--- src/design/rmq_pkg.sv ---
// shared constants and types for the matrix to quaternion pipeline
`default_nettype none
package rmq_pkg;
  localparam int FRAC_BITS_DEF = 14;
  localparam int IN_W = 16;
  // radicand width: three inputs plus one, with a sign
  localparam int RAD_W = IN_W + 3;
  // numerator width: sum or difference of two inputs
  localparam int NUM_W = IN_W + 1;
  // half root width
  localparam int ROOT_W = 18;
  // saturated quotient cap
  localparam int QCAP_W = 41;
  localparam logic signed [IN_W-1:0] OUT_MAX = 16'sh7fff;
  localparam logic signed [IN_W-1:0] OUT_MIN = -16'sh8000;

  typedef enum logic [1:0] {
    SEL_TRACE = 2'd0,
    SEL_DX    = 2'd1,
    SEL_DY    = 2'd2,
    SEL_DZ    = 2'd3
  } branch_t;
endpackage
`default_nettype wire

--- src/design/rmq_div.sv ---
// pipelined rounded divider: num * 2^F / (4h), ties away from zero, saturated
`default_nettype none
module rmq_div #(
  parameter int FRAC_BITS = rmq_pkg::FRAC_BITS_DEF,
  parameter int DW = 20,
  parameter int TW = 8
) (
  input  wire logic                              clk,
  input  wire logic                              rst,
  input  wire logic                              in_valid,
  input  wire logic signed [rmq_pkg::NUM_W-1:0]  num,
  input  wire logic [DW-1:0]                     h,
  input  wire logic [TW-1:0]                     tag_in,
  output logic                                   out_valid,
  output logic signed [rmq_pkg::IN_W-1:0]        q,
  output logic [TW-1:0]                          tag_out
);
  // dividend is 2*mag*2^F + 4h, divisor 8h: floor gives round half up
  localparam int NW = rmq_pkg::NUM_W + FRAC_BITS + 1;
  localparam int QB = NW;
  localparam int RW = DW + 4;

  logic [QB:0]     vld;
  logic [NW-1:0]   dvd [QB+1];
  logic [RW-1:0]   rem [QB+1];
  logic [NW-1:0]   quo [QB+1];
  logic [DW+2:0]   dvs [QB+1];
  logic [QB:0]     neg;
  logic [TW-1:0]   tg  [QB+1];
  logic [rmq_pkg::NUM_W-1:0] mag;

  always_comb begin
    mag = num[rmq_pkg::NUM_W-1] ? rmq_pkg::NUM_W'(-num) : rmq_pkg::NUM_W'(num);
    vld[0] = in_valid;
    dvd[0] = (NW'(mag) << (FRAC_BITS + 1)) + NW'({h, 2'b00});
    rem[0] = '0;
    quo[0] = '0;
    dvs[0] = {h, 3'b000};
    neg[0] = num[rmq_pkg::NUM_W-1];
    tg[0]  = tag_in;
  end

  for (genvar s = 0; s < QB; s++) begin : g_st
    logic [RW-1:0] sh;
    always_comb sh = {rem[s][RW-2:0], dvd[s][NW-1]};
    always_ff @(posedge clk) begin
      if (rst) begin
        vld[s+1] <= 1'b0;
      end else begin
        vld[s+1] <= vld[s];
      end
      neg[s+1] <= neg[s];
      tg[s+1]  <= tg[s];
      dvs[s+1] <= dvs[s];
      dvd[s+1] <= {dvd[s][NW-2:0], 1'b0};
      if (sh >= RW'(dvs[s])) begin
        rem[s+1] <= sh - RW'(dvs[s]);
        quo[s+1] <= {quo[s][NW-2:0], 1'b1};
      end else begin
        rem[s+1] <= sh;
        quo[s+1] <= {quo[s][NW-2:0], 1'b0};
      end
    end
  end

  always_ff @(posedge clk) begin
    if (rst) begin
      out_valid <= 1'b0;
    end else begin
      out_valid <= vld[QB];
    end
    tag_out   <= tg[QB];
    if (neg[QB]) begin
      q <= (quo[QB] > NW'(32768)) ? rmq_pkg::OUT_MIN
         : rmq_pkg::IN_W'(-$signed({1'b0, quo[QB]}));
    end else begin
      q <= (quo[QB] > NW'(32767)) ? rmq_pkg::OUT_MAX : rmq_pkg::IN_W'(quo[QB]);
    end
  end
endmodule
`default_nettype wire
--- config.mk ---
export PLATFORM = sky130hd
export DESIGN_NAME = rmq_div
export DESIGN_NICKNAME = d
export VERILOG_FILES = /design/src/design/rmq_pkg.sv /design/src/design/rmq_div.sv
export SDC_FILE = /design/constraint.sdc
export NUM_CORES = 2
export LEC_CHECK = 0
export ABC_AREA = 1
export ABC_CLOCK_PERIOD_IN_PS = 3400
export BUFFER_PORTS_ARGS = -buffer_cell sky130_fd_sc_hd__buf_2
export CAP_MARGIN = 20
export CORE_AREA = 2 2 511 513
export CTS_BUF_LIST = sky130_fd_sc_hd__clkbuf_8
export DETAILED_ROUTE_END_ITERATION = 10
export DIE_AREA = 0 0 513 515
export SETUP_SLACK_MARGIN = 0.3
export SLEW_MARGIN = 10
export SYNTH_ARGS = -nofsm -noshare
export SYNTH_HDL_FRONTEND = slang
export SYNTH_SLANG_ARGS = --single-unit
--- constraint.sdc ---
create_clock -name clk -period 3.4 [get_ports clk]
set_clock_uncertainty 0.15 [all_clocks]
set_input_delay 0.68 -clock clk [delete_from_list [all_inputs] [get_ports clk]]
set_output_delay 0.68 -clock clk [all_outputs]
set_load 0.05 [all_outputs]
# Word-level counts from Yosys, hierarchy flattened
# Cells that the tools add are included.
# W data, S select, Z words.
[classes]
n_mux = 67
add_sub_neg = 34
order_cmp = 34
[ops]
columns = ["operator", "n"]
rows = [
  ["$ge A24 B23 Y1", 31],
  ["$mux W23", 30],
  ["$sub A23 B23 Y23", 30],
  ["$mux W16", 3],
  ["$mux W1", 33],
  ["$add A32 B22 Y32", 1],
  ["$gt A32 B15 Y1 const B", 1],
  ["$gt A32 B16 Y1 const B", 1],
  ["$ge A1 B23 Y1", 1],
  ["$sub A1 B23 Y23", 1],
  ["$mux W17", 1],
  ["$neg A17 Y17", 1],
  ["$neg A16 Y16", 1],
]
[word_totals]
output_inout_bits = 25
inputBits = 48
reg_bits = 2702

# Longest topological paths before layout
[logic_depth]
word_depth = 5
depth_mapped = 18

# Least setup slack after synthesis
# No wires, ideal clock.
[synth_timing]
path_kind = "input to register"
start = "input port num[0] in the netlist's numbering"
end = "register rem (netlist bit g_st[1].sh[10])"
cell_stages = 18
t_arrival_ns = 2.615
t_required_ns = 3.107
setup_time_ns = 0.143
setup_slack_ns = 0.492
path_cell_list = "inv_1 > ha_1 > nand2_1 > nand2_1 > xor2_1 > ha_1 > nand2_1 > inv_1 > nand2_1 > nand3_1 > a21oi_1 > nor2_1 > nand3_2 > nor2_1 > nand2_1 > nand3_2 > buf_6 > a21oi_1"
[synth_between]
elab_chain_len = 4
word_cells_on_any_way = 5
cone_classes = "add/sub (3); order compare (1); mux (1)"
[synth_rtl]
columns = ["element", "line_no", "rtl"]
rows = [
  ["from (decl)", "rmq_div.sv:11", "input wire logic signed [rmq_pkg::NUM_W-1:0] num,"],
  ["$neg A17 Y17", "rmq_div.sv:33", "mag = num[rmq_pkg::NUM_W-1] ? rmq_pkg::NUM_W'(-num) : rmq_pkg::NUM_W'(num);"],
  ["$mux W17 (*)", "rmq_div.sv:33", ""],
  ["$add A32 B22 Y32 (*)", "rmq_div.sv:35", "dvd[0] = (NW'(mag) << (FRAC_BITS + 1)) + NW'({h, 2'b00});"],
  ["$sub A1 B23 Y23 or $ge A1 B23 Y1 (tied branches)", "rmq_div.sv:57, rmq_div.sv:56", ""],
  ["to (signal, indexed assignment)", "rmq_div.sv:57", "rem[s+1] <= sh - RW'(dvs[s]);"],
  ["to (signal, indexed assignment)", "rmq_div.sv:60", "rem[s+1] <= sh;"],
  ["to (decl)", "rmq_div.sv:25", "logic [RW-1:0] rem [QB+1];"],
]
# Mark *: on every way between the ends. The rest lies on a longest branch, timed or not.
# A chain may end at the register's enable or synchronous reset.

# Worst setup path after layout
[layout_timing]
start = "register dvs[327] in the netlist's numbering"
end = "register rem (netlist bit g_st[19].sh[7])"
[layout_between]
elab_chain_len = 2
word_cells_on_any_way = 3
cone_classes = "add/sub (1); order compare (1); mux (1)"
[layout_rtl]
columns = ["element", "line_no", "rtl"]
rows = [
  ["from (decl)", "rmq_div.sv:27", "logic [DW+2:0] dvs [QB+1];"],
  ["from (signal, indexed assignment)", "rmq_div.sv:54", "dvs[s+1] <= dvs[s];"],
  ["$sub A23 B23 Y23 or $ge A24 B23 Y1 (tied branches)", "rmq_div.sv:57, rmq_div.sv:56", ""],
  ["$mux W23 (*)", "rmq_div.sv:56", "if (sh >= RW'(dvs[s])) begin"],
]
# Marks and branches as above.

==> flow_summary.json <==
{
  "chipHeight_um": 515,
  "yosys-top-cells-area": "dfxtp_1 51%, ha_1 8.7%, nand2_1 6.7%",
  "synth_area_sq_mm": 0.0900,
  "ys_seq_area_share_pct": 51.1,
  "first_global_vias": 65930,
  "wl_per_cell_um": 15.5,
  "pwr_density_cell_mw_per_mm2": 882,
  "cts_max_level": 5,
  "routabilityCongestion": 0.914,
  "numCtsBuffers": 378,
  "io_buffers": 72,
  "tightest_slew_ps": 886,
  "synth_top_area_share_pct": 51.1,
  "drive_above_1_share_pct": 8.86,
  "rows": 187,
  "cts_tree": "built",
  "synth_top_area_cell": "dfxtp_1",
  "cts.clk_slew.worst_paths_ps": 60,
  "fillerInstances": 26055,
  "seq_area_sq_mm": 0.0460,
  "cp_num_buf_inv": 2,
  "final_cell_mix": "2300 x dfxtp_1, 1595 x nand2_1, 1416 x inv_1",
  "grt_pass1_wl_um": 348000,
  "cp.required_ps": 4070,
  "synthArstFlopShare_pct": 0,
  "postCtsSetupRepairBufs": 0,
  "drtIter0Drc": 3617,
  "insertion_delay_ps": 990,
  "status": "finished clean",
  "post-place-ws_ps": 182,
  "nets": 11377,
  "via_per_inst": 4.64,
  "finalWirelength_um": 222000,
  "path_cells": "inv_1 > ha_1 > a21oi_2 > nand2_2 > nand3_2 > nand2_2 > a21oi_2 > o21ai_1 > nand2_2 > nand2_2 > buf_12 > nor2_1 > a21oi_1",
  "cts.sinks": 2300,
  "ys_ff_latch": 2300,
  "tns_ps": 0,
  "startpoint_type": "flip-flop",
  "leakagePower_nw": 48.7,
  "final.setup.worst_slack_ps": 557,
  "cts_root_buf": "clkbuf_8",
  "worstPathMaxFanout": 27,
  "slew_headroom_pct": 40.4,
  "coreArea_sq_mm": 0.259,
  "start_util_pct": 34.8,
  "irDropWorstVdd_uv": 421,
  "die_w_um": 513,
  "syn-instance-count": 10230,
  "layout.cells.most_common": "dfxtp_1",
  "hp-class": "input port to flip-flop",
  "cpPeakStageDelay_ps": 440,
  "worstPathArrival_ps": 3510,
  "finalHoldViolations": 0,
  "synth_edf_count": 0,
  "drc": 0,
  "ys.flop_type": "dfxtp_1",
  "die_area_sq_mm": 0.264,
  "multi_input_area_sq_mm": 0.0380,
  "setup_viol": 0,
  "hpwl_um": 176000,
  "via_count": 66590,
  "yosys.cell_types.count": 49,
  "maxSlewViolCount": 0,
  "grt_usage_pct": 16.5,
  "antenna_left": 0,
  "drv_cap": 0,
  "grt_antenna_before_repair": 3,
  "slowest_stage": "dfxtp_1",
  "rsz0062_at_grt": "no",
  "grt_max_degree": 41,
  "crit_type": "flip-flop to flip-flop",
  "worstSetupEndpointType": "flip-flop",
  "cp_top_family": "simple AND/OR/NAND/NOR gates",
  "syn-num-nets": 10936,
  "syn2layout_area_growth_pct": 14.2,
  "io-pin-count": 73,
  "cts_max_path_buffers": 4,
  "fin_crit_sh_pct": 83.6,
  "power_mw": 90.7,
  "firstDrtPassIters": 5,
  "yosysWarnings": 0,
  "cpMostUsedCell": "nand2_2",
  "clock.fmax_mhz": 352,
  "avgSynthCellArea_sq_um": 8.80,
  "grt.overflow.total": 0,
  "layout_min_cycle_time_ps": 2840
}
==> cell type report <==
type,instances,share of cell area [%]
Sequential cell,2300,44.8
Multi-Input combinational cell,6473,37.0
Clock buffer,450,6.02
Inverter,1330,4.85
Tap cell,3402,4.14
Clock inverter,203,1.83
Timing Repair Buffer,188,1.39
Antenna cell,6,0.0146
==> routing by layer <==
layer	vias to the layer above	part of all wire (%)	track usage, %
li1	34526	-	-
met1	30181	42	18.9
met2	1446	50	30.4
met3	437	3.9	2.31
met4	0	3.9	6.72
met5	-	0	0
==> per-stage QoR <==
stage	hold slack, ps	cell area (sq um)	utilization (%)	cells
floorplan	160	90000	-	10230
global placement	160	94300	36.5	13650
detailed placement	162	94300	36.5	13650
CTS	53.4	103000	39.8	14347
global route	16.2	103000	39.8	14348
finish	38.3	103000	39.8	14352
==> cell families (layout without fill, tap and decap cells) <==
family                     Yosys count  after routing  share of synthesized area [%]
AOI/OAI and AO/OA                 1898           1898                           12.0
adders and majority gates          658            658                           9.40
buffers and inverters             1457           2171                           6.62
DFF                               2300           2300                           51.1
xor gates and xnor gates           420            420                           4.09
and+or+nand+nor                   3497           3497                           16.7
other                                0              6                              0
==> power breakdown <==
group          internal [mW]  switching [mW]  total (mW)  leakage, nW
Clock                   14.6            10.8        25.3         4.46
Sequential              32.1            3.16        35.3         19.2
Combinational           11.2            18.8        30.1         25.0
==> worst paths after layout <==
| kind | startpoint | slack [ps] | endpoint | cells after the start |
|---|---|---|---|---|
| setup / recovery | dvs[327]$_DFF_P_ | 560 | g_st[19].sh[7]$_DFF_P_ | 13 |
| hold / removal | num[6] | 40 | g_st[1].sh[1]$_DFF_P_ | 4 |
| setup reg to reg | dvs[327]$_DFF_P_ | 560 | g_st[19].sh[7]$_DFF_P_ | 13 |
| hold reg to reg | dvd[701]$_DFF_P_ | 110 | dvd[670]$_DFF_P_ | 0 |
==> Yosys cell counts (29+ instances only) <==
cell      count
inv_1      1321
xor2_1      192
xnor2_1     228
dfxtp_1    2300
a21oi_1     895
nor2_1      964
nand4_1     147
buf_6        49
a21o_1      104
nand2_1    1595
nor3_1      102
nand2_2      51
a221oi_1     29
buf_2        57
nand3_1     412
nor4_1       60
a31oi_1     132
ha_1        627
nand3b_1     59
o21ai_1      49
o21bai_1    111
a21oi_2     101
fa_1         31
or2_2        56
o21ai_0     444
==> sequential cells by signal, summed over array words and instances (netlist names) <==
signal / count
g_st.sh: 707
dvs: 584
quo: 528
tg: 256
dvd: 136
neg: 32
vld: 32
q: 16
tag_out: 8
out_valid: 1
==> worst register-to-register path, cell delays in order (launching register included) <==
cell and delay, ps:
dfxtp_1 440, inv_1 70, ha_1 410, a21oi_2 200, nand2_2 130, nand3_2 90, nand2_2 70, a21oi_2 220
o21ai_1 120, nand2_2 110, nand2_2 200, buf_12 250, nor2_1 150, a21oi_1 100
==> what timing repair did <==
| item | CTS | global route |
|---|---|---|
| endpoints found under the hold margin | 72 | 0 |
| endpoints found under the setup margin | 0 | 3 |
| hold buffers | 44 | 0 |
| gates resized for setup | 0 | 2 |
Power figures use the tool's default switching activity.
