`config.mk`:
```
export PLATFORM = sky130hd
export DESIGN_NAME = rmq_front
export DESIGN_NICKNAME = d
export VERILOG_FILES = /design/src/design/rmq_pkg.sv /design/src/design/rmq_front.sv
export SDC_FILE = /design/constraint.sdc
export NUM_CORES = 1
export LEC_CHECK = 0
export ABC_AREA = 0
export BUFFER_PORTS_ARGS = -buffer_cell sky130_fd_sc_hd__buf_2
export CAP_MARGIN = 20
export CORE_UTILIZATION = 50
export DETAILED_ROUTE_END_ITERATION = 12
export PLACE_DENSITY = 0.72
export SLEW_MARGIN = 30
export SYNTH_ARGS = -nofsm -noshare
export SYNTH_HDL_FRONTEND = slang
export SYNTH_SLANG_ARGS = --single-unit
```
`constraint.sdc`:
```
create_clock -name clk -period 6 [get_ports clk]
set_input_delay 0.3 -clock clk [delete_from_list [all_inputs] [get_ports clk]]
set_output_delay 0.3 -clock clk [all_outputs]
set_load 0.1 [all_outputs]
```
`src/design/rmq_pkg.sv`:
```
// shared constants and types for the matrix to quaternion pipeline
`default_nettype none
package rmq_pkg;
  localparam int FRAC_BITS_DEF = 14;
  localparam int IN_W = 16;
  // radicand width: three inputs plus one, with a sign
  localparam int RAD_W = IN_W + 3;
  // numerator width: sum or difference of two inputs
  localparam int NUM_W = IN_W + 1;
  // half root width
  localparam int ROOT_W = 18;
  // saturated quotient cap
  localparam int QCAP_W = 41;
  localparam logic signed [IN_W-1:0] OUT_MAX = 16'sh7fff;
  localparam logic signed [IN_W-1:0] OUT_MIN = -16'sh8000;

  typedef enum logic [1:0] {
    SEL_TRACE = 2'd0,
    SEL_DX    = 2'd1,
    SEL_DY    = 2'd2,
    SEL_DZ    = 2'd3
  } branch_t;
endpackage
`default_nettype wire

```
`src/design/rmq_front.sv`:
```
// branch selection, radicand and numerator forming
`default_nettype none
module rmq_front #(
  parameter int FRAC_BITS = rmq_pkg::FRAC_BITS_DEF
) (
  input  wire logic                             clk,
  input  wire logic                             rst,
  input  wire logic                             in_valid,
  input  wire logic signed [rmq_pkg::IN_W-1:0]  mat [9],
  output logic                                  out_valid,
  output logic signed [FRAC_BITS+4:0]           rad,
  output logic                                  degen,
  output rmq_pkg::branch_t                      branch,
  output logic signed [rmq_pkg::NUM_W-1:0]      num [3]
);
  localparam int RW = FRAC_BITS + 5;
  localparam longint ONE = longint'(1) << FRAC_BITS;
  localparam longint TH = (ONE + 50) / 100;

  logic signed [RW-1:0] tr, d0, d1, d2, rsel;
  logic signed [RW-1:0] a00, a11, a22;
  rmq_pkg::branch_t bsel;
  logic signed [rmq_pkg::NUM_W-1:0] n0, n1, n2;
  logic signed [rmq_pkg::NUM_W-1:0] e [9];

  always_comb begin
    for (int t = 0; t < 9; t++) e[t] = rmq_pkg::NUM_W'(mat[t]);
    a00 = RW'(mat[0]);
    a11 = RW'(mat[4]);
    a22 = RW'(mat[8]);
    tr = a00 + a11 + a22 + RW'(ONE);
    d0 = a00 - (a11 + a22) + RW'(ONE);
    d1 = a11 - (a22 + a00) + RW'(ONE);
    d2 = a22 - (a00 + a11) + RW'(ONE);
    if (tr > RW'(TH)) begin
      bsel = rmq_pkg::SEL_TRACE;
      rsel = tr;
      n0 = e[5] - e[7];
      n1 = e[6] - e[2];
      n2 = e[1] - e[3];
    end else if (mat[0] < mat[4] ? !(mat[4] < mat[8]) : !(mat[0] < mat[8])) begin
      if (mat[0] < mat[4]) begin
        bsel = rmq_pkg::SEL_DY;
        rsel = d1;
        n0 = e[6] - e[2];
        n1 = e[5] + e[7];
        n2 = e[3] + e[1];
      end else begin
        bsel = rmq_pkg::SEL_DX;
        rsel = d0;
        n0 = e[5] - e[7];
        n1 = e[1] + e[3];
        n2 = e[2] + e[6];
      end
    end else begin
      bsel = rmq_pkg::SEL_DZ;
      rsel = d2;
      n0 = e[1] - e[3];
      n1 = e[6] + e[2];
      n2 = e[7] + e[5];
    end
  end

  always_ff @(posedge clk) begin
    if (rst) begin
      out_valid <= 1'b0;
    end else begin
      out_valid <= in_valid;
    end
    rad <= rsel;
    degen <= (rsel <= 0);
    branch <= bsel;
    num[0] <= n0;
    num[1] <= n1;
    num[2] <= n2;
  end
endmodule
`default_nettype wire

```
# After elaboration in Yosys (flattened, before gate mapping)
# Index checks and enable logic that the tools add are counted.
dict set report totals {
  reg_bits 74
}
dict set report classes {
  n_reduce_logical 2
  addsub 17
  order_cmp 5
  n_mux 15
}
# op count
set op_table {}
lappend op_table {{17-bit two-way mux} 9}
lappend op_table {{16-bit by 16-bit adder with 17-bit output} 6}
lappend op_table {{18-bit by 16-bit adder with 19-bit output (second input constant)} 3}
lappend op_table {{19-bit two-way mux} 3}
lappend op_table {{16-bit by 17-bit subtractor with 18-bit output} 3}
lappend op_table {{16-bit by 16-bit subtractor with 17-bit output} 3}
lappend op_table {{16-bit less-than comparator} 3}
lappend op_table {{19-bit by 16-bit adder with 19-bit output (second input constant)} 1}
lappend op_table {{19-bit by 9-bit > comparator with 1-bit output (second input constant)} 1}
lappend op_table {{19-bit by 1-bit less-or-equal comparator with 1-bit output (second input constant)} 1}
lappend op_table {{17-bit by 16-bit adder with 18-bit output} 1}
lappend op_table {{2-bit two-way mux} 2}
lappend op_table {{1-bit logical NOT} 2}
lappend op_table {{1-bit two-way mux} 1}

# Logic depth before layout (Yosys ltp)
dict set report logic_depth {
  ltp_word 7
  depth_mapped 32
  mapped_depth_nobuf 30
}

# Least setup slack after synthesis
# OpenSTA, ideal clock, no wires.
dict set report synth_timing {
  kind {input port to flip-flop}
  start {in mat[65] in the netlist's numbering}
  end {reg degen}
  path_buffers 1
  setup_ns 0.070
  arrival_ns 5.221
  path_stages 26
  slack_ns 0.709
  cell_sequence {inv_1 ha_1 nand2b_1 a21oi_1 nor2_1 o21bai_1 a21oi_1 o21bai_1 a21oi_1 o311ai_0 xnor2_1 ha_1 nand2_1 nor4_4 a21oi_2 or2_2 a211oi_1 ha_1 a2111oi_4 a21oi_1 or2_1 a2bb2oi_2 and2_4 buf_6 o41a_1 o21bai_1}
}
dict set report synth_between {
  elab_chain_len 7
  elab_cells_between_ends 19
}
# element line_no
set synth_rtl {}
lappend synth_rtl {{start: declaration} rmq_front.sv:9} ;# input wire logic signed [rmq_pkg::IN_W-1:0] mat [9],
lappend synth_rtl {{branches (longest 5 deep; another with 19-bit by 16-bit adder with 19-bit output)} --}
lappend synth_rtl {{19-bit two-way mux *} rmq_front.sv:35} ;# if (tr > RW'(TH)) begin
lappend synth_rtl {{19-bit by 1-bit less-or-equal comparator with 1-bit output *} rmq_front.sv:71} ;# degen <= (rsel <= 0);
lappend synth_rtl {{end signal: assignment} rmq_front.sv:71}
lappend synth_rtl {{end: declaration} rmq_front.sv:12} ;# output logic degen,
# Every way passes the cells marked *.
# A chain may end at the register's enable or synchronous reset.

# Worst setup path in the final report
dict set report layout_timing {
  start {in mat[64] in the netlist's numbering}
  end {reg num[32] in the netlist's numbering}
}
dict set report layout_between {
  elab_chain_len 5
  elab_cells_between_ends 11
}
# element line_no
set layout_rtl {}
lappend layout_rtl {{16-bit by 16-bit adder with 17-bit output or 16-bit less-than comparator (tied branches)} {rmq_front.sv:31, rmq_front.sv:41}}
lappend layout_rtl {{17-bit by 16-bit adder with 18-bit output or 1-bit logical NOT (tied branches)} {rmq_front.sv:31, rmq_front.sv:41}}
lappend layout_rtl {{19-bit by 16-bit adder with 19-bit output or 1-bit two-way mux (tied branches)} {rmq_front.sv:31, rmq_front.sv:41}}
lappend layout_rtl {{19-bit by 9-bit > comparator with 1-bit output or 17-bit two-way mux (tied branches)} {rmq_front.sv:35, rmq_front.sv:41}}
lappend layout_rtl {{17-bit two-way mux *} rmq_front.sv:35}
lappend layout_rtl {{net n1, one bit} rmq_front.sv:23} ;# logic signed [rmq_pkg::NUM_W-1:0] n0, n1, n2;
lappend layout_rtl {{end: declaration} rmq_front.sv:14} ;# output logic signed [rmq_pkg::NUM_W-1:0] num [3]
# The timed path passes the listed nets; every way through them passes the cells marked *.

==> results.tsv <==
metric	value	unit
netSwitchingFraction	61.65	%
max-vdd-ir-drop	382.3	uV
postSynth.asyncResetShare	0	%
share_of_the_cycle_needed_by_the_critical_path_after_routing	93.62	%
drv_slew	0	
synth_edf_count	0	
drt-pass1-iter-count	5	
synth_top_cell_by_area	sky130_fd_sc_hd__ha_1	
timing.setup.tns	0	ns
gp_routability_congestion	0.9823	
net_count_reported_at_finish	2552	
synth_area_per_cell	7.789	um^2
pwr-share-seq	13.4	%
required_arrival_time_at_the_worst_endpoint	6.20	ns
slowest_stage_cell_on_the_critical_path	sky130_fd_sc_hd__ha_1	
cpMostUsedCell	sky130_fd_sc_hd__a21oi_1	
most_common_flop_cell_mapped_by_yosys	sky130_fd_sc_hd__dfxtp_1	
drv_cap	0	
timing.max_slew.rel_slack	37.60	%
design.die.area	29640	um^2
largest_net_degree_at_the_start_of_global_routing	38	
yosysMostFrequentCell	sky130_fd_sc_hd__ha_1	
synth_top_cell_area_share	26.18	%
grtUsageTotal	30.66	%
rows	61	
path_delay_family	compound AO/OA/AOI/OAI gates	
worst_slew_pin_slew	0.9303	ns
io-pin-count	221	
grt_first_pass_wirelength	70490	um
crit_path_start_kind	primary input	
finalSetupViolCount	0	
flip_flop_and_latch_count_after_synthesis	74	
first_global_vias	13510	
final_design_area_no_fill	16440	um^2
io_buf_count	220	
cts_hold_buf	0	
crit_cells	30	
grt_antenna_before_repair	0	
rsz0062_at_grt	no	
area_growth_syn_to_layout	13.53	%
synth_area	14480	um^2
clk_pin_slew	0.06	ns
cp_bufs_invs	3	
synth_seq_area_share	10.23	%
clock_tree.root_cell	sky130_fd_sc_hd__clkbuf_16	
cts-htree-levels	3	
drt.antenna.violating_nets	0	
post-place-cells	2425	
critical-path-max-stage-delay	0.42	ns
timing.hold.worst_path_depth	2	
final_layout_size_suffix_gt1_share	14.87	%
power_density	406.6	nW/um^2
cp_max_fo	37	
synth_area_leaders	sky130_fd_sc_hd__ha_1, sky130_fd_sc_hd__dfxtp_1, sky130_fd_sc_hd__xnor2_1	
numClockSinks	74	
drt-initial-drc-count	990	
kind_of_end_point_of_the_critical_path	flip-flop	
hpwl	37940	um
highest_attainable_clock_frequency	178.0	MHz
finalWorstPathRequiredPeriod	5.617	ns
viasPerCell	5.834	
deepest_clock_path_buffer_count	2	
static-leakage-power	8.188	nW
postSynthCellCount	1859	
total_switching_power	0.004121	W
die_h	172.2	um
hold_path.class	primary input to flip-flop	
combPwrFrac	77.0	%
run_status	complete, no violations	
placed_area	16060	um^2
tritoncts	yes	
routed_wl_per_cell	18.68	um
synth.net_count	2352	
finish.cell_count_without_fillers	2442	
die_boundary_width	172.2	um
routed_wirelength	45610	um
floorplan.initialDensity	51.41	%
fp.coreArea	28160	um^2
critical_path_class	primary input to flip-flop	
clkPwrFrac	9.6	%
drcViolationCount	0	
finish.utilization	58.37	%
hold_viol_final	0	
aggregate_global_routing_overflow	0	
tritoncts.num_buffers	9	
dr_total_vias	14247	
diodes	0	
synth.cells.most_frequent	sky130_fd_sc_hd__ha_1, sky130_fd_sc_hd__inv_1, sky130_fd_sc_hd__a21oi_1, sky130_fd_sc_hd__nor2_1, sky130_fd_sc_hd__xnor2_1	
critical_path_arrival	5.82	ns
yosys_warnings	0	
synth_cell_types	81	
intPower	0.002564	W
## path summary, 6_finish.rpt
check | end | startpoint
hold / removal | out_valid | rst
setup / recovery | num[32] | mat[64]
## repair_timing
item | CTS | global route
setup buffers | 0 | 1
resized for setup | 0 | 8
endpoints found under the hold margin | 0 | 0
endpoints found under the setup margin | 0 | 19
## sequential cells by signal, indices dropped and copies added (netlist names)
register and count:
out_valid 1, num 51, rad 19, degen 1
branch 2
## layer usage
metal,global-route usage [%],wire [um]
met1,41.94,20430
met2,51.37,20870
met3,1.900,3008
met4,9.504,1294
met5,0,0
## area by class of cell
type / instances / area [um^2]
repair buffers: 247 / 1329
fillers: 2607 / 11720
clock buffers: 10 / 229.0
multi-input cells: 1507 / 11990
clock inverters: 6 / 115.1
well taps: 378 / 473.0
inverters: 220 / 825.8
flip-flops and latches: 74 / 1481
## per-stage QoR
stage          worst slack (ns)  hold WS, ns  total power, W
3_3_place_gp             0.1755       0.4538        0.005909
6_report                 0.3826       0.1026        0.006685
5_1_grt                 0.02202       0.1240        0.007038
3_5_place_dp            0.04200       0.4611        0.005943
4_1_cts                  0.3665       0.1005        0.006614
2_1_floorplan            0.7087       0.3716        0.004813
## power groups by stage
stage / clock network (W) / logic [W] / registers [W]
finish: 0.000644 / 0.00515 / 0.000895
CTS: 0.000646 / 0.00508 / 0.000890
detailed placement: 0 / 0.00505 / 0.000890
global route: 0.000663 / 0.00547 / 0.000901
global placement: 0 / 0.00500 / 0.000905
floorplan: 0 / 0.00220 / 0.00261
## placed cells by master, fill, tap and decap left out, types with 16 or more instances in the layout
| master | n |
|---|---|
| sky130_fd_sc_hd__a31oi_1 | 22 |
| sky130_fd_sc_hd__nand2b_1 | 23 |
| sky130_fd_sc_hd__xnor2_1 | 113 |
| sky130_fd_sc_hd__nor3_1 | 52 |
| sky130_fd_sc_hd__a21o_1 | 36 |
| sky130_fd_sc_hd__dfxtp_1 | 74 |
| sky130_fd_sc_hd__mux2i_1 | 26 |
| sky130_fd_sc_hd__nor2_1 | 154 |
| sky130_fd_sc_hd__inv_1 | 218 |
| sky130_fd_sc_hd__and3_1 | 16 |
| sky130_fd_sc_hd__a22oi_1 | 19 |
| sky130_fd_sc_hd__xor2_1 | 26 |
| sky130_fd_sc_hd__o21ai_0 | 85 |
| sky130_fd_sc_hd__a21oi_1 | 151 |
| sky130_fd_sc_hd__nand3_1 | 23 |
| sky130_fd_sc_hd__a211oi_1 | 25 |
| sky130_fd_sc_hd__o21bai_1 | 19 |
| sky130_fd_sc_hd__o22ai_1 | 29 |
| sky130_fd_sc_hd__buf_2 | 220 |
| sky130_fd_sc_hd__fa_1 | 43 |
| sky130_fd_sc_hd__nand2_1 | 96 |
| sky130_fd_sc_hd__ha_1 | 302 |
| sky130_fd_sc_hd__buf_4 | 25 |
| sky130_fd_sc_hd__nor2b_1 | 27 |
## kinds of logic after synthesis
| logic type | Yosys count | synth area share, % |
|---|---|---|
| AO/OA/AOI/OAI | 527 | 23.92 |
| XOR/XNOR | 139 | 8.408 |
| adder cells (fa/ha/maj) | 346 | 32.13 |
| buffers and inverters | 278 | 7.353 |
| flip-flops | 74 | 10.23 |
| multiplexers | 32 | 2.281 |
| AND/OR/NAND/NOR | 463 | 15.68 |
Note: power is estimated with default switching activity, not from simulation.
