### src/design/rmq_sqrt.sv
// pipelined integer square root, one result bit per stage
`default_nettype none
module rmq_sqrt #(
  parameter int VW = 32,
  parameter int SW = 16,
  parameter int TW = 8
) (
  input  wire logic          clk,
  input  wire logic          rst,
  input  wire logic          in_valid,
  input  wire logic [VW-1:0] val,
  input  wire logic [TW-1:0] tag_in,
  output logic               out_valid,
  output logic [SW-1:0]      root,
  output logic [TW-1:0]      tag_out
);
  // restoring digit recurrence, one digit per stage
  logic [SW:0]     vld;
  logic [2*SW-1:0] rem [SW+1];
  logic [SW-1:0]   res [SW+1];
  logic [TW-1:0]   tg  [SW+1];

  always_comb begin
    vld[0] = in_valid;
    rem[0] = (2*SW)'(val);
    res[0] = '0;
    tg[0]  = tag_in;
  end

  for (genvar s = 0; s < SW; s++) begin : g_st
    logic [SW+1:0] part, trial;
    always_comb begin
      part  = (SW+2)'(rem[s] >> (2*(SW-1-s)));
      trial = {res[s], 2'b01};
    end
    always_ff @(posedge clk) begin
      if (rst) begin
        vld[s+1] <= 1'b0;
      end else begin
        vld[s+1] <= vld[s];
      end
      tg[s+1]  <= tg[s];
      if (part >= trial) begin
        rem[s+1] <= rem[s] - ((2*SW)'(trial) << (2*(SW-1-s)));
        res[s+1] <= {res[s][SW-2:0], 1'b1};
      end else begin
        rem[s+1] <= rem[s];
        res[s+1] <= {res[s][SW-2:0], 1'b0};
      end
    end
  end

  assign out_valid = vld[SW];
  assign root      = res[SW];
  assign tag_out   = tg[SW];
endmodule
`default_nettype wire

### config.mk
export PLATFORM = sky130hd
export DESIGN_NAME = rmq_sqrt
export DESIGN_NICKNAME = d
export VERILOG_FILES = /design/src/design/rmq_sqrt.sv
export SDC_FILE = /design/constraint.sdc
export NUM_CORES = 1
export LEC_CHECK = 0
export BUFFER_PORTS_ARGS = -buffer_cell sky130_fd_sc_hd__buf_4
export CAP_MARGIN = 20
export CORE_MARGIN = 10
export CORE_UTILIZATION = 51
export DETAILED_ROUTE_END_ITERATION = 7
export GPL_TIMING_DRIVEN = 0
export PLACE_DENSITY = 0.7
export SETUP_SLACK_MARGIN = 0.5
export SYNTH_ARGS = -nofsm -noshare
export SYNTH_HDL_FRONTEND = slang
export SYNTH_SLANG_ARGS = --single-unit
### constraint.sdc
create_clock -name clk -period 2.1 [get_ports clk]
set_input_delay 0.105 -clock clk [delete_from_list [all_inputs] [get_ports clk]]
set_output_delay 0.105 -clock clk [all_outputs]
set_load 0.02 [all_outputs]
==> Word level (Yosys, flattened, before mapping) <==
Index checks and enable logic that the tools add are counted.
{ "op_classes": {"addsub": 15, "order_cmp": 16, "mux": 31} }
{ "op_table": {"columns": ["op", "count"], "rows": [
  ["$mux 32", 8],
  ["$sub 32x25->32", 1],
  ["$sub 32x26->32", 1],
  ["$sub 32x27->32", 1],
  ["$sub 32x28->32", 1],
  ["$sub 32x29->32", 1],
  ["$sub 32x30->32", 1],
  ["$sub 32x31->32", 1],
  ["$sub 32x31->32 const B", 1],
  ["$mux 30", 1],
  ["$sub 30x24->30", 1],
  ["$mux 28", 1],
  ["$sub 28x23->28", 1],
  ["$mux 26", 1],
  ["$sub 26x22->26", 1],
  ["$mux 24", 1],
  ["$sub 24x21->24", 1],
  ["$mux 22", 1],
  ["$sub 22x20->22", 1],
  ["$mux 20", 1],
  ["$sub 20x19->20", 1],
  ["$ge 18x10->1", 1],
  ["$ge 18x11->1", 1],
  ["$ge 18x12->1", 1],
  ["other kinds (16)", 31]
]} }
{ "word_totals": {"ff_bits": 704, "input_bits": 43, "word_cells": 125} }

==> Depth between registers and ports, before layout <==
Gate-level depths: netlist of run 1.
{ "depth": {"word_depth": 2, "depth_mapped": 11} }

==> Worst setup path after synthesis of run 1 <==
Ideal clock, no wire load.
{ "synth_path": {"path_kind": "register -> register", "from": "register res, in the netlist g_st[12].trial[9]", "to": "register rem, in the netlist g_st[13].part[10]", "arrival_ns": 2.180, "required_time_ns": 1.979, "slack_ns": -0.201, "stages_incl_launch_ff": 11, "path_buffers": 2, "synth_period_minus_slack_ns": 2.301, "path_cell_list": "dfxtp_1 > inv_1 > ha_1 > buf_6 > a21oi_2 > o21ai_2 > a221o_1 > a21o_1 > a211o_4 > buf_6 > mux2_4"} }
{ "synth_via": {"elab_chain_len": 2} }
{ "synth_lines": {"columns": ["item", "line_no", "source"], "rows": [
  ["start, declared", "20", "logic [SW-1:0] res [SW+1];"],
  ["start signal, assigned by index", "45", "res[s+1] <= {res[s][SW-2:0], 1'b1};"],
  ["start signal, assigned by index", "48", "res[s+1] <= {res[s][SW-2:0], 1'b0};"],
  ["$ge 18x14->1", "43", "if (part >= trial) begin"],
  ["$mux 22", "43", null],
  ["end signal, assigned by index", "44", "rem[s+1] <= rem[s] - ((2*SW)'(trial) << (2*(SW-1-s)));"],
  ["end signal, assigned by index", "47", "rem[s+1] <= rem[s];"],
  ["end, declared", "19", "logic [2*SW-1:0] rem [SW+1];"]
]} }
No other way between the ends.
A chain may end at the register's enable or synchronous reset.

==> Final worst setup path of run 1 <==
{ "layout_path": {"from": "register res, in the netlist g_st[13].trial[11]", "to": "register rem, in the netlist g_st[14].part[10]"} }
{ "layout_via": {"elab_chain_len": 2} }
{ "layout_lines": {"columns": ["item", "line_no"], "rows": [
  ["$ge 18x15->1", "43"],
  ["$mux 20", "43"]
]} }
No other way between the ends.

==> summary.txt, run 1 <==
Timing
  – Slew @ Worst Pin: 0.6133 ns
  – Setup Skew: 0.02819 ns
  – Worst slew margin: 58.80%
  – Period utilization: 107.6%
  – PnR worst setup slack: -0.1587 ns
  – Final hold vios: 0
  – Min Tclk post-route: roughly 2.3 ns
  – Final setup fails: roughly 70
  – Max frequency: 0.4427 GHz
  – Final hold slack: 0.1248 ns
  – Pins Over Slew Limit: 0
  – Total Neg Setup Slack: -4.505 ns
  – RSZ-0062 raised after global routing: yes

Synth
  – Post-synthesis cell type count: 82
  – Post-synth top area cell: dfxtp_1
  – Mapped Cells: 2030
  – Syn Nets: 2221
  – Post-Syn Area: between 20000 and 25000 sq um
  – Main synth FF type: dfxtp_1
  – Mean Syn Cell Area: between 10 and 15 sq um
  – Top cell type's share of synthesized area: between 60% and 70%
  – Largest cells by area after synthesis: dfxtp_1 (61%), ha_1 (8.1%), inv_1 (2.8%)
  – Share of the yosys chip area belonging to registers: between 60% and 70%
  – Post-synth EDFFs: 0
  – Register bit total from synthesis: 704
  – Share of flip-flops with an asynchronous set or reset: 0%
  – Synth Warn #: 0

Die
  – IO Pins: between 60 and 70
  – Die X: 232.2 um
  – Die height: 232.2 um
  – Die footprint: 53900 sq um
  – Core box area: 44320 sq um
  – # rows: 77
  – Initial core utilization: 51.80%

Cells and area
  – Layout overhead on the synthesized area: 44.39%
  – Final #Nets: around 2600
  – Layout cell share with drive strength beyond 1: between 40% and 50%
  – Final Core Density: between 70 and 80%
  – Non-Filler Instances: a little over 3000
  – Antenna cells: 0
  – Fill cells: 2780

Critical path
  – CP endpoint: g_st[14].part[10]$_DFF_P_
  – Crit-path max FO: 5
  – Most frequent CP cell: and3_4
  – R2R depth: 9
  – Critical Path AT: roughly 2.8 ns
  – CP max stage cell: dfxtp_2
  – Startpoint class of the critical path: register
  – Crit path capture type: register
  – Worst reg2reg startpoint: g_st[13].trial[11]$_DFF_P_
  – CP startpoint: g_st[13].trial[11]$_DFF_P_
  – R2r setup slk: -0.16 ns
  – Delay of the slowest cell on the worst path: 0.33 ns
  – Critical R2R Capture: g_st[14].part[10]$_DFF_P_
  – Cell Chain, Critical Path: inv_2, ha_4, and3_4, and3_4, nand4_1, o21ai_2, a221o_1, buf_6, mux2_4
  – Crit path kind: register to register
  – Worst Path Required: about 2.6 ns

Routing
  – Remaining antenna violation count after routing: 0
  – DRT iter0 DRCs: 558
  – Drt first pass iters: 8
  – WL final: 49880 um
  – Via-per-instance ratio: 5.020
  – Total vias in the final route: ~16000
  – Avg WL per Cell: around 16 um
  – # DRC: 0

CTS
  – Max Buffers Root-to-Sink: 3
  – Cts bufs inserted: 70
  – # clock sinks: between 700 and 800
  – Clock slew at reported path FFs: approximately 0.06 ns
  – CTS H-tree depth: 3
  – Root buffer cell: clkbuf_16
  – Worst-Skew Late Latency: 0.62 ns
  – TritonCTS clock tree: built

Power and ir drop
  – Overall Power: approximately 53000 uW
  – Worst vdd ir: just over 1 mV
  – Pwr Density: between 1500 and 2000 nW/um^2
  – Leakage: 0.01451 uW

Placement
  – # placed instances: 2689
  – DP HPWL: roughly 29000 um
  – PortBufs: 67
  – Routability congestion estimate: 0.9577

GRT
  – Initial antenna violation count: 0
  – Tot GR Track Use: 17.14%
  – First-pass GRT wire length: 75820 um
  – Vias in the first global route: 16120
  – Global route overflow: 0
  – Largest net degree at the start of global routing: 16

Run status
  – Failing checks: setup timing
  – Run status: finished with violations

Hold path
  – Worst Hold Class: input port to register

Run
  – Max Cap Viol: 0
-- synth_stat cells, types with 9 or more instances --
master	instances
nor4_1	10
nor3_1	23
o21a_1	32
ha_1	148
mux2_2	27
nand2_1	92
and2_1	11
xnor2_1	66
or3_1	19
a21o_1	28
and3_1	11
or2_2	9
xor2_1	70
nand4_1	19
a211oi_1	14
nor2_1	120
nand2b_1	28
a31oi_1	9
dfxtp_1	704
nand3_1	23
buf_2	14
o21ai_0	89
o31ai_1	9
a21oi_1	124
nor2b_1	35
inv_1	171
-- critical path: cells and delay by family, from the launching register on --
kind	cells	cell delay, ns
buf+inv	2	0.22
simple gates	3	0.61
compound gates	2	0.42
flops	1	0.33
fa+ha+maj	1	0.26
mux	1	0.30
-- cells by family after synthesis --
kind of cell	share of synthesized area, %
DFF	61.39
and+or+nand+nor	9.467
AOI/OAI and AO/OA	10.15
buffers and inverters	3.668
adders and majority gates	8.066
xor gates and xnor gates	5.189
muxes	2.066
-- flip-flops by register name (all words and copies together) (netlist names) --
signal / flops
g_st.part: 214
g_st.trial: 120
out_valid: 1
rem: 210
root: 16
tag_out: 8
tg: 120
vld: 15
-- metal layers --
| metal | global-route usage [%] | vias up | wire length (um) | share of wire (%) |
|---|---|---|---|---|
| met3 | 3.494 | 150 | 1903 | 3.8 |
| met1 | 16.90 | 7389 | 18750 | 38 |
| met2 | 32.47 | 333 | 26890 | 54 |
| met5 | 0 | - | 0 | 0 |
| met4 | 10.07 | 0 | 2341 | 4.7 |
| li1 | - | 7635 | - | - |
-- metrics by stage --
step	worst slack, ns	cell area (sq um)
after global placement	-0.6114	25460
after floorplan	-0.1198	24210
after detailed placement	-0.6406	25460
after global routing	-0.2492	33150
after CTS	-0.2611	31310
final	-0.1587	33150
-- cells in the final DEF (no fill, tap or decap), types with 19 or more instances in the layout --
| master | instances |
|---|---|
| inv_1 | 113 |
| a21o_1 | 28 |
| clkbuf_16 | 73 |
| ha_1 | 42 |
| xnor2_1 | 49 |
| nand2b_1 | 20 |
| nand4_1 | 19 |
| mux2_4 | 33 |
| a21oi_1 | 56 |
| a21oi_2 | 56 |
| o21ai_2 | 30 |
| nor2b_1 | 24 |
| o21ai_1 | 29 |
| dfxtp_1 | 577 |
| nor2_1 | 66 |
| nand2_2 | 23 |
| ha_4 | 91 |
| o21ai_0 | 26 |
| nand2_1 | 57 |
| nor2_4 | 40 |
| inv_2 | 55 |
| buf_4 | 244 |
| o21a_1 | 31 |
| dlygate4sd3_1 | 43 |
| buf_6 | 51 |
| dfxtp_2 | 114 |
| xor2_1 | 70 |
-- layout make-up --
type	count	area (sq um)	share of cell area [%]
tap	592	740.7	2.235
clock buffer	87	1856	5.598
timing repair inverter	1	6.256	0.01887
timing repair buffer	342	3129	9.441
inverter	173	669.4	2.019
multi-input combinational	1121	11410	34.43
clock inverter	37	656.9	1.982
sequential	704	14290	43.10
buffer	32	390.4	1.178
-- how the worst min path moves through the flow --
stage / end / slack [ns] / cells past startpoint / start
6_report: tg[121]$_DFF_P_ / 0.12 / 2 / tag_in[1]
5_1_grt: g_st[1].part[1]$_DFF_P_ / 0.1 / 2 / val[29]
4_1_cts: tg[124]$_DFF_P_ / 0.09 / 2 / tag_in[4]
3_5_place_dp: rem[481]$_DFF_P_ / 0.21 / 1 / val[1]
3_3_place_gp: rem[480]$_DFF_P_ / 0.21 / 1 / val[0]
2_1_floorplan: g_st[1].part[0]$_DFF_P_ / 0.13 / 0 / val[28]
-- timing repair --
item	in CTS	in global routing
setup endpoints to repair	194	197
hold buffers	43	0
buffers inserted	155	61
gates cloned	14	3
resized for setup	398	325
pin swaps	138	142
hold endpoints to repair	48	0
-- power by group --
group / leakage, uW / switching, uW / internal, uW
clock network: 0.00121 / 5270 / 7900
logic: 0.00742 / 9870 / 11700
registers: 0.00589 / 2260 / 16300
Note: power is estimated with default switching activity, not from simulation.
==> run 2, diff against run 1 <==
--- a/config.mk
+++ b/config.mk
@@ -11,6 +11,7 @@
 export CORE_UTILIZATION = 51
 export DETAILED_ROUTE_END_ITERATION = 7
 export GPL_TIMING_DRIVEN = 0
+export MAX_ROUTING_LAYER = met4
 export PLACE_DENSITY = 0.7
 export SETUP_SLACK_MARGIN = 0.5
 export SYNTH_ARGS = -nofsm -noshare
==> run 2 against run 1 <==
  * The run still ends with setup timing left
  * First-iteration DRC count is 18% lower
  * Sequential share of layout area is 0.93 points higher
  * Global-route usage is 0.17 points higher
  * Register-to-register slack worse by 0.04 ns
  * Worst setup slack worse by 0.037 ns
  * Via count is 1.8% lower
==> summary.txt, run 2 (synthesized netlist as in run 1, its figures left out) <==
GRT
  – Met1 Resource Use GR: 16.64% (-0.26 points)
  – Initial antenna violation count: 0 (unchanged)
  – Global-route met2 utilization: 31.56% (-0.91 points)
  – Largest net degree at the start of global routing: 17 (+1)
  – Tot GR Track Use: 17.32% (+0.17 points)
  – Busiest grt layer: met2
  – First-pass GRT wire length: 74140 um (-2.2%)
  – Global route overflow: 0 (unchanged)
  – Vias in the first global route: 15820 (-1.8%)
  – Met3 track demand over resource: 3.066% (-0.43 points)

Die
  – Die X: 232.2 um (unchanged)
  – # rows: 77 (unchanged)
  – Die height: 232.2 um (unchanged)
  – IO Pins: 68 (unchanged)
  – Initial core utilization: 51.80% (unchanged)
  – Die footprint: 53900 sq um (unchanged)
  – Core box area: 44320 sq um (unchanged)

Power and ir drop
  – Leakage: 0.01425 uW (-1.8%)
  – Worst vdd ir: 1.071 mV (+5.0%)
  – Pwr Density: 1586 nW/um^2 (-1.4%)

Placement
  – Placed Area: 25460 sq um (unchanged)
  – PortBufs: 67 (unchanged)
  – Setup slack at placement: -0.6713 ns (-0.03076 ns)
  – Routability congestion estimate: 0.9303 (-2.9%)
  – DP HPWL: 29540 um (+1.0%)
  – # placed instances: 2689 (unchanged)

Timing
  – Setup Skew: 0.02206 ns (-0.006138 ns)
  – Max frequency: 0.4357 GHz (-1.6%)
  – Final hold vios: 0 (unchanged)
  – PnR worst setup slack: -0.1954 ns (-0.03669 ns)
  – Slew @ Worst Pin: 0.4894 ns (-0.1239 ns)
  – Min Tclk post-route: 2.295 ns (+0.03669 ns)
  – Pins Over Slew Limit: 0 (unchanged)
  – Total Neg Setup Slack: -5.556 ns (-1.051 ns)
  – Worst slew margin: 67.03% (+8.2 points)
  – RSZ-0062 raised after global routing: yes
  – Period utilization: 109.3% (+1.7 points)
  – Final setup fails: 71 (unchanged)

Routing
  – Avg WL per Cell: 15.69 um (-2.9%)
  – # DRC: 0 (unchanged)
  – Drt first pass iters: 5 (-3)
  – WL final: 47750 um (-4.3%)
  – Via-per-instance ratio: 5.001 (-0.39%)
  – Remaining antenna violation count after routing: 0 (unchanged)
  – Total vias in the final route: 15220 (-1.8%)
  – DRT iter0 DRCs: 458 (-18%)

Critical path
  – CP startpoint: g_st[12].part[9]$_DFF_P_
  – Startpoint class of the critical path: register
  – CP max stage cell: dfxtp_4
  – Crit-path max FO: 6 (+1)
  – Crit path capture type: register
  – Worst Path Required: 2.58 ns (-0.03 ns)
  – Worst reg2reg startpoint: g_st[12].part[9]$_DFF_P_
  – Critical Path AT: 2.78 ns (+0.02 ns)
  – Delay of the slowest cell on the worst path: 0.36 ns (+0.03 ns)
  – Crit path kind: register to register
  – Critical path buffers and inverters: 2 (unchanged)
  – Cell Chain, Critical Path: ha_4, buf_6, a21oi_4, o21ai_2, a221o_1, a21o_1, a211o_4, buf_8, mux2_4
  – Cell family with most CP delay: compound AO/OA/AOI/OAI gates

Cells and area
  – Final instance area: 32380 sq um (-2.3%)
  – Antenna cells: 0 (unchanged)
  – Most frequent cells in the layout: dfxtp_1 (596), buf_4 (200), inv_1 (121)
  – Final #Nets: 2589 (-1.8%)
  – Commonest non-fill, non-tap cell in the layout: dfxtp_1
  – Layout overhead on the synthesized area: 41.06%
  – Area of the multi-input gates: 11180 sq um (-2.1%)
  – FF/Latch Area: 14260 sq um (-0.20%)
  – Final Core Density: 73.07% (-1.7 points)
  – Non-Filler Instances: 3044 (-1.5%)
  – Fill cells: 2849 (+2.5%)
  – Layout cell share with drive strength beyond 1: 41.60% (-3.4 points)
  – Max reg flops: 214 (unchanged)

Run status
  – Run status: finished with violations
  – Failing checks: setup timing

CTS
  – Root buffer cell: clkbuf_16
  – TritonCTS clock tree: built
  – Clock slew at reported path FFs: 0.06 ns (about the same)
  – Max Buffers Root-to-Sink: 3 (unchanged)
  – # clock sinks: 704 (unchanged)
  – CTS H-tree depth: 3 (unchanged)
  – Worst-Skew Late Latency: 0.60 ns (-0.02 ns)
  – Cts bufs inserted: 70 (unchanged)

Run
  – Max Cap Viol: 0 (unchanged)

Hold path
  – Worst Hold Class: input port to register
  – Startpoint of the worst hold path: val[0]
-- run 2: cell count changes in the layout (fill, tap and decap cells not counted), moves of 8 or more --
cell | previous run | this run
buf_4 | 244 | 200
dfxtp_1 | 577 | 596
dfxtp_2 | 114 | 97
clkbuf_8 | 5 | 15
nor2_4 | 40 | 30
inv_1 | 113 | 121
inv_2 | 55 | 47
-- run 2: final timing paths --
path         slack (ns)                   endpoint  cells past startpoint
max               -0.20  g_st[13].part[13]$_DFF_P_                      9
min                0.15           rem[480]$_DFF_P_                      2
max reg2reg       -0.20  g_st[13].part[13]$_DFF_P_                      9
min reg2reg        0.31           rem[232]$_DFF_P_                      0
-- run 2: repair_timing --
item	CTS	global route
cloned	10	5
setup endpoints to repair	194	197
hold buffers	43	0
pin swaps	118	135
setup buffers	129	42
gates resized for setup	353	289
endpoints found under the hold margin	48	0
-- run 2: where the power goes --
group | internal (uW) | leakage (uW) | total (uW) | switching [uW]
sequential | 16300 | 0.00589 | 18500 | 2230
combinational | 11000 | 0.00720 | 20300 | 9340
clock | 7510 | 0.00117 | 12600 | 5040
-- run 2: per-layer routing --
metal  routed length [um]  share of wire [%]
met1                17840                 37
met2                25680                 54
met3                 1648                3.5
met4                 2580                5.4
met5                    0                  0
-- run 2: layout make-up --
cell class	instances	share of cell area, %
tap	592	2.287
timing repair buffer	295	8.519
clock inverter	28	1.136
inverter	173	2.052
clock buffer	98	6.232
multi-input combinational	1121	34.51
sequential	704	44.02
buffer	32	1.217
timing repair inverter	1	0.01932
-- run 2: through the flow --
step / hold slack (ns) / total power (uW)
finish: 0.1485 / 51360
floorplan: 0.1327 / 29120
CTS: 0.1022 / 48760
global placement: 0.2092 / 32010
detailed placement: 0.2107 / 32260
global route: 0.1345 / 54230
==> run 3, diff against run 2 <==
--- a/config.mk
+++ b/config.mk
@@ -13,7 +13,7 @@
 export GPL_TIMING_DRIVEN = 0
 export MAX_ROUTING_LAYER = met4
 export PLACE_DENSITY = 0.7
-export SETUP_SLACK_MARGIN = 0.5
+export SETUP_SLACK_MARGIN = 0.02
 export SYNTH_ARGS = -nofsm -noshare
 export SYNTH_HDL_FRONTEND = slang
 export SYNTH_SLANG_ARGS = --single-unit
==> run 3 against run 2 <==
  * The flow still finishes with violations (setup timing)
  * Global-route usage down 0.073 points
  * Wire length rose by 0.92%
  * Sequential power is essentially flat
  * Sequential share of layout area grew 2.1 points
  * Via count is 1.2% lower
  * Core utilization fell by 3.5 points
  * Design area shrank 4.8%
  * Hold slack got worse by 0.012 ns
  * Combinational power fell by 11%
  * Critical path type unchanged
  * Largest cell class unchanged
==> summary.txt, run 3 (synthesized netlist as in run 1, its figures left out) <==
Routing
  – Drt first pass iters: 6 (+1)
  – Remaining antenna violation count after routing: 0 (unchanged)
  – DRT iter0 DRCs: 667 (+46%)
  – Via-per-instance ratio: 5.019 (+0.37%)
  – Avg WL per Cell: 16.08 um (+2.5%)
  – WL final: 48190 um (+0.92%)
  – Total vias in the final route: 15040 (-1.2%)
  – # DRC: 0 (unchanged)

Power and ir drop
  – Worst vdd ir: 1.079 mV (+0.80%)
  – Leakage: 0.01363 uW (-4.3%)
  – Comb power frac: 36.5% (-3.0 points)
  – Sw Share: 32.07% (-0.26 points)
  – Clock Power Share: 26.5% (+2.1 points)
  – Internal power: 33550 uW (-3.5%)
  – Switch Pwr: 15840 uW (-4.6%)
  – Pwr Density: 1602 nW/um^2 (+1.0%)
  – Share of power burned in registers: 37.0% (+0.9 points)

Critical path
  – R2r setup slk: -0.19 ns (about the same)
  – Cell Chain, Critical Path: inv_2, ha_4, a21oi_4, o21ai_4, a221o_1, a21o_1, a211o_4, buf_8, mux2_4
  – Startpoint class of the critical path: register
  – Worst Path Required: 2.59 ns (about the same)
  – Crit path kind: register to register
  – Delay of the slowest cell on the worst path: 0.33 ns (-0.03 ns)
  – Cell family with most CP delay: compound AO/OA/AOI/OAI gates
  – CP max stage cell: dfxtp_2
  – Crit-path max FO: 5 (-1)
  – Crit path capture type: register
  – Critical Path AT: 2.78 ns (about the same)
  – Critical path buffers and inverters: 2 (unchanged)

Cells and area
  – Antenna cells: 0 (unchanged)
  – FF/Latch Area: 14200 sq um (-0.36%)
  – Commonest non-fill, non-tap cell in the layout: dfxtp_1
  – Most frequent cells in the layout: dfxtp_1 (621), buf_4 (194), inv_1 (142)
  – Final #Nets: 2543 (-1.8%)
  – Max reg flops: 214 (unchanged)
  – Fill cells: 3012 (+5.7%)
  – Final instance area: 30830 sq um (-4.8%)
  – Area of the multi-input gates: 10240 sq um (-8.4%)
  – Layout cell share with drive strength beyond 1: 33.22% (-8.4 points)
  – Layout overhead on the synthesized area: 34.28%

Timing
  – Min Tclk post-route: 2.290 ns (-0.005169 ns)
  – Period utilization: 109.1% (-0.25 points)
  – Final hold vios: 0 (unchanged)
  – RSZ-0062 raised after global routing: yes
  – Worst slew margin: 50.33% (-17 points)
  – Final setup fails: 65 (-8.5%)
  – Max frequency: 0.4366 GHz (+0.23%)
  – PnR worst setup slack: -0.1902 ns (+0.005169 ns)
  – Setup Skew: 0.02057 ns (-0.001489 ns)
  – Final hold slack: 0.1366 ns (-0.01190 ns)
  – Slew @ Worst Pin: 0.7406 ns (+0.2511 ns)
  – Pins Over Slew Limit: 0 (unchanged)

GRT
  – Busiest grt layer: met2
  – Tot GR Track Use: 17.24% (-0.073 points)
  – Largest net degree at the start of global routing: 17 (unchanged)
  – Met1 Resource Use GR: 20.19% (+3.5 points)
  – First-pass GRT wire length: 74750 um (+0.82%)
  – Global-route met2 utilization: 28.91% (-2.7 points)
  – Global route overflow: 0 (unchanged)
  – Vias in the first global route: 15420 (-2.5%)
  – Initial antenna violation count: 1 (+1)
  – Met3 track demand over resource: 3.152% (+0.086 points)

Die
  – Initial core utilization: 51.80% (unchanged)
  – Core box area: 44320 sq um (unchanged)
  – IO Pins: 68 (unchanged)
  – Die footprint: 53900 sq um (unchanged)
  – # rows: 77 (unchanged)
  – Die X: 232.2 um (unchanged)
  – Die height: 232.2 um (unchanged)

CTS
  – Root buffer cell: clkbuf_16
  – Max Buffers Root-to-Sink: 3 (unchanged)
  – Clock slew at reported path FFs: 0.06 ns (about the same)
  – # clock sinks: 704 (unchanged)
  – TritonCTS clock tree: built
  – Cts bufs inserted: 71 (+1.4%)
  – Worst-Skew Late Latency: 0.62 ns (+0.02 ns)
  – CTS H-tree depth: 3 (unchanged)

Placement
  – Routability congestion estimate: 0.8817 (-5.2%)
  – DP HPWL: 28640 um (-3.0%)
  – PortBufs: 67 (unchanged)
  – Placed Area: 24290 sq um (-4.6%)

Hold path
  – Worst Hold Class: input port to register

Run status
  – Failing checks: setup timing
  – Run status: finished with violations

Run
  – Max Cap Viol: 0 (unchanged)
-- run 3: final cells by class --
| type | count | area share (%) |
|---|---|---|
| inverter | 173 | 2.147 |
| sequential | 704 | 46.08 |
| clock buffer | 92 | 6.279 |
| tap | 592 | 2.403 |
| multi-input combinational | 1122 | 33.21 |
| buffer | 25 | 0.8158 |
| clock inverter | 34 | 1.843 |
| timing repair buffer | 255 | 7.225 |
-- run 3: path summary, 6_finish.rpt --
kind,end,depth (start not counted),start
max,g_st[13].part[13]$_DFF_P_,9,g_st[12].trial[7]$_DFF_P_
max reg2reg,g_st[13].part[13]$_DFF_P_,9,g_st[12].trial[7]$_DFF_P_
min reg2reg,g_st[13].part[0]$_DFF_P_,0,rem[132]$_DFF_P_
min,tg[122]$_DFF_P_,2,tag_in[2]
-- run 3: power groups by stage --
stage	combinational, uW	clock, uW	sequential [uW]
after floorplan	9890	0	17500
after global placement	12100	0	17900
after detailed placement	12300	0	18000
after CTS	15300	13400	18000
after global routing	19600	13900	18600
final	18000	13100	18300
-- run 3: worst reg2reg max path, cell delays in order (launching register included) --
cell and delay [ns]:
dfxtp_2 0.33, inv_2 0.04, ha_4 0.25, a21oi_4 0.18, o21ai_4 0.08, a221o_1 0.33, a21o_1 0.18, a211o_4 0.32
buf_8 0.16, mux2_4 0.30
-- run 3: per-stage QoR --
step	setup TNS, ns	setup WS, ns	total power [uW]	std cells	utilization, %
after detailed placement	-48.47	-0.6096	30290	2689	54.81
after global routing	-10.76	-0.2363	52040	2997	69.56
final	-4.608	-0.1902	49400	2997	69.56
after floorplan	-0.4051	-0.1198	27370	2030	-
after CTS	-4.177	-0.2302	46660	2936	65.94
after global placement	-45.81	-0.6459	29980	2689	54.81
-- run 3: timing repair --
item | CTS | global route
resized for setup | 280 | 309
gates cloned | 6 | 4
buffers inserted | 74 | 62
hold buffers | 44 | 0
endpoints found under the setup margin | 170 | 172
hold endpoints to repair | 48 | 0
pin swaps | 78 | 101
-- run 3: routing by layer --
metal / up-vias / share of wire, % / wire length, um
li1: 7492 / - / -
met1: 7187 / 43 / 20720
met2: 273 / 51 / 24360
met3: 91 / 4.2 / 2002
met4: 0 / 2.3 / 1111
met5: - / 0 / 0
